File: src/sv/gcbs_pkg.sv
// Shared types and constants for the glyph code binary search block.
`timescale 1ns / 1ps
`default_nettype none
package gcbs_pkg;

  localparam int TABLE_DEPTH = 4096;
  localparam int IDX_W       = 12;
  localparam int CODE_W      = 16;
  localparam int CNT_W       = 13;
  localparam int ADDR_W      = IDX_W + 1;
  localparam int RAM_DEPTH   = 2 * TABLE_DEPTH;
  localparam int CFG_IDX_W   = 2;

  localparam logic MODE_LOAD   = 1'b0;
  localparam logic MODE_LOOKUP = 1'b1;

  typedef enum logic [CFG_IDX_W-1:0] {
    CFG_ASCII_COUNT   = 2'd0,
    CFG_CHINESE_COUNT = 2'd1
  } cfg_reg_t;

  typedef enum logic [1:0] {
    ST_IDLE,
    ST_CHECK0,
    ST_PROBE,
    ST_DONE
  } state_t;

  typedef struct packed {
    logic              we;
    logic [ADDR_W-1:0] addr;
    logic [CODE_W-1:0] wdata;
  } ram_req_t;

  typedef struct packed {
    logic             valid;
    logic             found;
    logic [IDX_W-1:0] index;
  } result_t;

endpackage
`default_nettype wire

File: src/sv/gcbs_search_ctrl.sv
// Search sequencer: takes items, issues table probes and narrows the window.
`timescale 1ns / 1ps
`default_nettype none
module gcbs_search_ctrl (
  input  wire logic                         clk,
  input  wire logic                         rst_n,
  input  wire logic                         in_valid,
  output logic                              in_stall,
  input  wire logic                         in_mode,
  input  wire logic                         in_table_select,
  input  wire logic [gcbs_pkg::IDX_W-1:0]   in_entry_index,
  input  wire logic [gcbs_pkg::CODE_W-1:0]  in_code_value,
  input  wire logic [gcbs_pkg::CNT_W-1:0]   ascii_count,
  input  wire logic [gcbs_pkg::CNT_W-1:0]   chinese_count,
  input  wire logic [gcbs_pkg::CODE_W-1:0]  ram_rdata,
  output gcbs_pkg::ram_req_t                ram_req,
  input  wire logic                         slot_free,
  output gcbs_pkg::result_t                 result
);

  localparam int IW = gcbs_pkg::IDX_W;

  gcbs_pkg::state_t            state_r, state_nxt;
  logic [gcbs_pkg::CODE_W-1:0] key_r, key_nxt;
  logic                        tab_r, tab_nxt;
  logic [IW-1:0]               start_r, start_nxt;
  logic [IW-1:0]               end_r, end_nxt;
  logic [IW-1:0]               mid_r, mid_nxt;
  logic                        found_r, found_nxt;
  logic [IW-1:0]               idx_r, idx_nxt;

  always_ff @(posedge clk) begin
    if (!rst_n) begin
      state_r <= gcbs_pkg::ST_IDLE;
    end else begin
      state_r <= state_nxt;
    end
    key_r   <= key_nxt;
    tab_r   <= tab_nxt;
    start_r <= start_nxt;
    end_r   <= end_nxt;
    mid_r   <= mid_nxt;
    found_r <= found_nxt;
    idx_r   <= idx_nxt;
  end

  always_comb begin
    logic [gcbs_pkg::CNT_W-1:0] cnt;
    logic [gcbs_pkg::CNT_W-1:0] sat;
    logic [IW:0]                sum_up;
    logic [IW:0]                sum_dn;
    logic [IW-1:0]              s, e;
    logic                       go_on;

    state_nxt = state_r;
    key_nxt   = key_r;
    tab_nxt   = tab_r;
    start_nxt = start_r;
    end_nxt   = end_r;
    mid_nxt   = mid_r;
    found_nxt = found_r;
    idx_nxt   = idx_r;
    in_stall  = 1'b1;
    ram_req.we    = 1'b0;
    ram_req.addr  = {tab_r, mid_r};
    ram_req.wdata = in_code_value;
    result.valid  = 1'b0;
    result.found  = found_r;
    result.index  = idx_r;
    cnt    = '0;
    sat    = '0;
    sum_up = '0;
    sum_dn = '0;
    s      = start_r;
    e      = end_r;
    go_on  = 1'b0;

    case (state_r)
      gcbs_pkg::ST_IDLE: begin
        in_stall = 1'b0;
        if (in_valid) begin
          tab_nxt = in_table_select;
          key_nxt = in_code_value;
          if (in_mode == gcbs_pkg::MODE_LOAD) begin
            ram_req.we   = 1'b1;
            ram_req.addr = {in_table_select, in_entry_index};
          end else begin
            cnt = in_table_select ? chinese_count : ascii_count;
            sat = (cnt > gcbs_pkg::CNT_W'(gcbs_pkg::TABLE_DEPTH))
                  ? gcbs_pkg::CNT_W'(gcbs_pkg::TABLE_DEPTH) : cnt;
            if (sat == '0) begin
              found_nxt = 1'b0;
              idx_nxt   = '0;
              state_nxt = gcbs_pkg::ST_DONE;
            end else begin
              start_nxt    = '0;
              end_nxt      = IW'(sat - gcbs_pkg::CNT_W'(1));
              ram_req.addr = {in_table_select, {IW{1'b0}}};
              state_nxt    = gcbs_pkg::ST_CHECK0;
            end
          end
        end
      end
      gcbs_pkg::ST_CHECK0: begin
        // entry 0 is on the read port now
        if (key_r < ram_rdata) begin
          found_nxt = 1'b0;
          idx_nxt   = '0;
          state_nxt = gcbs_pkg::ST_DONE;
        end else begin
          go_on = 1'b1;
        end
      end
      gcbs_pkg::ST_PROBE: begin
        if (start_r == end_r && key_r != ram_rdata) begin
          found_nxt = 1'b0;
          idx_nxt   = '0;
          state_nxt = gcbs_pkg::ST_DONE;
        end else if (key_r > ram_rdata) begin
          s     = mid_r;
          go_on = 1'b1;
        end else if (key_r < ram_rdata) begin
          sum_dn = {1'b0, start_r} + {1'b0, end_r};
          e      = sum_dn[IW:1];
          go_on  = 1'b1;
        end else begin
          found_nxt = 1'b1;
          idx_nxt   = mid_r;
          state_nxt = gcbs_pkg::ST_DONE;
        end
      end
      gcbs_pkg::ST_DONE: begin
        result.valid = 1'b1;
        if (slot_free) begin
          state_nxt = gcbs_pkg::ST_IDLE;
        end
      end
      default: begin
        state_nxt = gcbs_pkg::ST_IDLE;
      end
    endcase

    // issue the next probe at the middle of the narrowed window
    if (go_on) begin
      sum_up       = {1'b0, s} + {1'b0, e} + {{IW{1'b0}}, 1'b1};
      start_nxt    = s;
      end_nxt      = e;
      mid_nxt      = sum_up[IW:1];
      ram_req.addr = {tab_r, sum_up[IW:1]};
      state_nxt    = gcbs_pkg::ST_PROBE;
    end
  end

endmodule
`default_nettype wire

File: config.mk
export PLATFORM = sky130hd
export DESIGN_NAME = gcbs_search_ctrl
export DESIGN_NICKNAME = d
export VERILOG_FILES = /design/src/sv/gcbs_pkg.sv /design/src/sv/gcbs_search_ctrl.sv
export SDC_FILE = /design/constraint.sdc
export NUM_CORES = 1
export LEC_CHECK = 0
export ABC_AREA = 1
export BUFFER_PORTS_ARGS = -buffer_cell sky130_fd_sc_hd__clkbuf_2
export CORE_UTILIZATION = 30
export DETAILED_ROUTE_END_ITERATION = 10
export SYNTH_ARGS = -nofsm -noshare
export SYNTH_HDL_FRONTEND = slang
export SYNTH_SLANG_ARGS = --single-unit
File: constraint.sdc
create_clock -name clk -period 4.8 [get_ports clk]
set_clock_uncertainty 0.2 [all_clocks]
set_input_delay 0.48 -clock clk [delete_from_list [all_inputs] [get_ports clk]]
set_output_delay 0.48 -clock clk [all_outputs]
set_load 0.02 [all_outputs]
==> impl_metrics.env <==
export IMPL_ys_ff_latch=68
export IMPL_place_congestion=0.847
export IMPL_ys_warn_count=0
export IMPL_die_w_um=139
export IMPL_rows=49
export IMPL_viasPerCell=4.58
export IMPL_grt_pass1_vias=4773
export IMPL_setup_slack_ps=277
export IMPL_drcViolationCount=0
export IMPL_die_area_sq_um=19400
export IMPL_drive_above_1_share_pct=28.6
export IMPL_min_period_over_period_pct=94.2
export IMPL_switching_share_pct=45.6
export IMPL_gr_total_overflow=0
export IMPL_combPwrFrac_pct=61.5
export IMPL_routedWlPerCell_um=13.5
export IMPL_post_place_ws_ps=63.0
export IMPL_path_clk_slew_ps=60
export IMPL_p_leak_nw=3.54
export IMPL_wl_um=14700
export IMPL_via_count=5019
export IMPL_arrival_ps=3840
export IMPL_relSlewSlack_pct=53.4
export IMPL_final_nets=985
export IMPL_diodes=0
export IMPL_status="finished clean"
export IMPL_vdd_drop_max_mv=0.334
export IMPL_clock_latency_ps=340
export IMPL_coreArea_sq_um=18200
export IMPL_hold_viol=0
export IMPL_hpwl_um=11800
export IMPL_dieHeight_um=139
export IMPL_syn_area_sq_um=5670
export IMPL_synth_xor_area_share_pct=2.32
export IMPL_yosys_most_used_dff="edfxtp_1"
export IMPL_cts_root_buf="clkbuf_16"
export IMPL_synth_enable_flop_cells=66
export IMPL_start_util_pct=31.1
export IMPL_synth_top_family_by_area="simple AND/OR/NAND/NOR gates"
export IMPL_cts_buffer_depth=2
export IMPL_final_antenna_net_count=0
export IMPL_net_switching_power_mw=2.20
export IMPL_path_max_fanout=5
export IMPL_holdCritPathClass="in -> reg"
export IMPL_grt_max_degree=43
export IMPL_worstMarginPinSlew_ps=699
export IMPL_htree_levels=3
export IMPL_cts_inserted_buffers=9
export IMPL_io_buffers=120
export IMPL_syn_nets=857
export IMPL_crit_type="reg -> out"
export IMPL_pwr_share_clk_pct=15.4
export IMPL_yosysUniqueCellTypes=54
export IMPL_drt_iter0_drc=317
export IMPL_syn2layout_area_growth_pct=25.9
export IMPL_power_density_nw_per_um2=676
export IMPL_grt_pass1_wl_um=23300
export IMPL_cts_sinks=68
export IMPL_maxCapViolations=0
export IMPL_cp_end_kind="output port"
export IMPL_syn_inst=733
export IMPL_fin_crit_ps=4520
export IMPL_required_ps=4120
export IMPL_drv_slew=0
export IMPL_crit_path_start_kind="register"
export IMPL_synth_seq_area_share_pct=35.7
export IMPL_pin_count=121
export IMPL_cts_tree="built"
export IMPL_first_pass_iters=5
export IMPL_avgSynthCellArea_sq_um=7.73
export IMPL_setup_tns_ps=0
export IMPL_synth_compound_area_share_pct=12.5
export IMPL_grt_use_total_pct=15.4
export IMPL_yosys_area_share_simple_pct=25.0
export IMPL_synth_adder_area_share_pct=10.9
export IMPL_p_int_mw=2.63
export IMPL_power_mw=4.82
export IMPL_synth_mux_area_fraction_pct=0
export IMPL_fmax_mhz=221
export IMPL_power_frac_seq_pct=23.1
export IMPL_async_reset_ff_share_pct=0
export IMPL_setup_viol=0
export IMPL_antenna_found_initial=0
[worst max-delay path: stages (launching register included)]
cell and delay (ps):
edfxtp_1 450, ha_4 280, inv_1 110, nand2_1 70
nor2_1 150, nand2_2 110, nand3_1 110, inv_1 60
nand2_1 80, inv_1 80, or2_2 280, o21ai_2 70
inv_1 90, ha_4 250, a21oi_2 130, o21ai_2 80
a21boi_2 160, o21ai_1 90, a21boi_1 220, xor2_1 190
nor2_1 60, a31oi_1 200, buf_4 180
[power by group through the flow]
stage / logic [mW] / clock network [mW] / registers, mW
finish: 2.96 / 0.744 / 1.12
global placement: 2.66 / 0 / 1.09
detailed placement: 2.68 / 0 / 1.10
floorplan: 1.89 / 0 / 1.08
global route: 3.30 / 0.779 / 1.14
CTS: 2.72 / 0.755 / 1.09
[cell usage after synthesis, types with 5 or more instances]
cell      number  area (sq um)
nand2_1      146           548
nand3_1       41           205
ha_1          46           576
xnor2_1        6          52.6
inv_2          8          30.0
o21ai_1       11          55.1
edfxtp_1      66          1980
xor2_1         9          78.8
o21ai_0       41           205
buf_4         20           150
nor3_1         6          30.0
a21oi_1       48           240
or2_2         10          62.6
nor2_1        71           267
nand2_2        5          31.3
and2_1         5          31.3
inv_1        126           473
[per-layer routing]
metal,track usage (%),vias to the layer above,wire length (um)
met2,25.9,105,7040
li1,-,2630,-
met4,7.19,0,419
met5,0,-,0
met3,2.58,21,569
met1,19.2,2263,6710
[cells in the final DEF, fill, tap and decap left out, drive strengths merged, types with 13 or more instances in the layout]
cell type and instances:
or2 13, edfxtp 66, o21ai 54, buf 30, nor2 76, nand2 153
nand3 46, clkbuf 130, a21oi 50, inv 136, ha 46
[sequential cells by signal, summed over array words and instances, names as in the netlist]
name	count
start_r	12
mid_r	12
state_r	2
found_r	1
tab_r	1
idx_r	12
key_r	16
end_r	12
[area by class of cell]
| type | instances | area, sq um |
|---|---|---|
| multi-input combinational | 497 | 3150 |
| inverter | 136 | 518 |
| tap | 229 | 287 |
| fill | 1790 | 11100 |
| timing repair buffer | 149 | 821 |
| clock buffer | 11 | 253 |
| clock inverter | 5 | 82.6 |
| sequential | 68 | 2020 |
[worst paths after layout]
| path | from | end | slack, ps | depth (start not counted) |
|---|---|---|---|---|
| worst max-delay path | start_r[9] | ram_req[25] | 280 | 22 |
| worst min-delay path | in_code_value[15] | key_r[15] | 130 | 1 |
| worst max register to register | start_r[9] | mid_r[10] | 1090 | 21 |
| worst min register to register | mid_r[0] | idx_r[0] | 400 | 2 |
[cell families after synthesis]
group           Yosys count
simple gates            308
compound gates          126
fa+ha+maj                48
flops                    68
buf+inv                 168
xor+xnor                 15
[repair_timing]
action / 4_1_cts / 5_1_grt
resized for setup: 6 / 48
setup buffers: 0 / 6
pin swaps: 0 / 8
hold buffers: 0 / 0
setup endpoints to repair: 4 / 6
[per-stage QoR]
| step | cells | utilization [%] | hold WS, ps | area [sq um] |
|---|---|---|---|---|
| floorplan | 733 | - | 359 | 5670 |
| global placement | 1073 | 35.5 | 391 | 6470 |
| detailed placement | 1073 | 35.5 | 396 | 6470 |
| CTS | 1089 | 37.4 | 116 | 6810 |
| global route | 1095 | 39.2 | 116 | 7130 |
| finish | 1095 | 39.2 | 127 | 7130 |
Power figures use the tool's default switching activity.
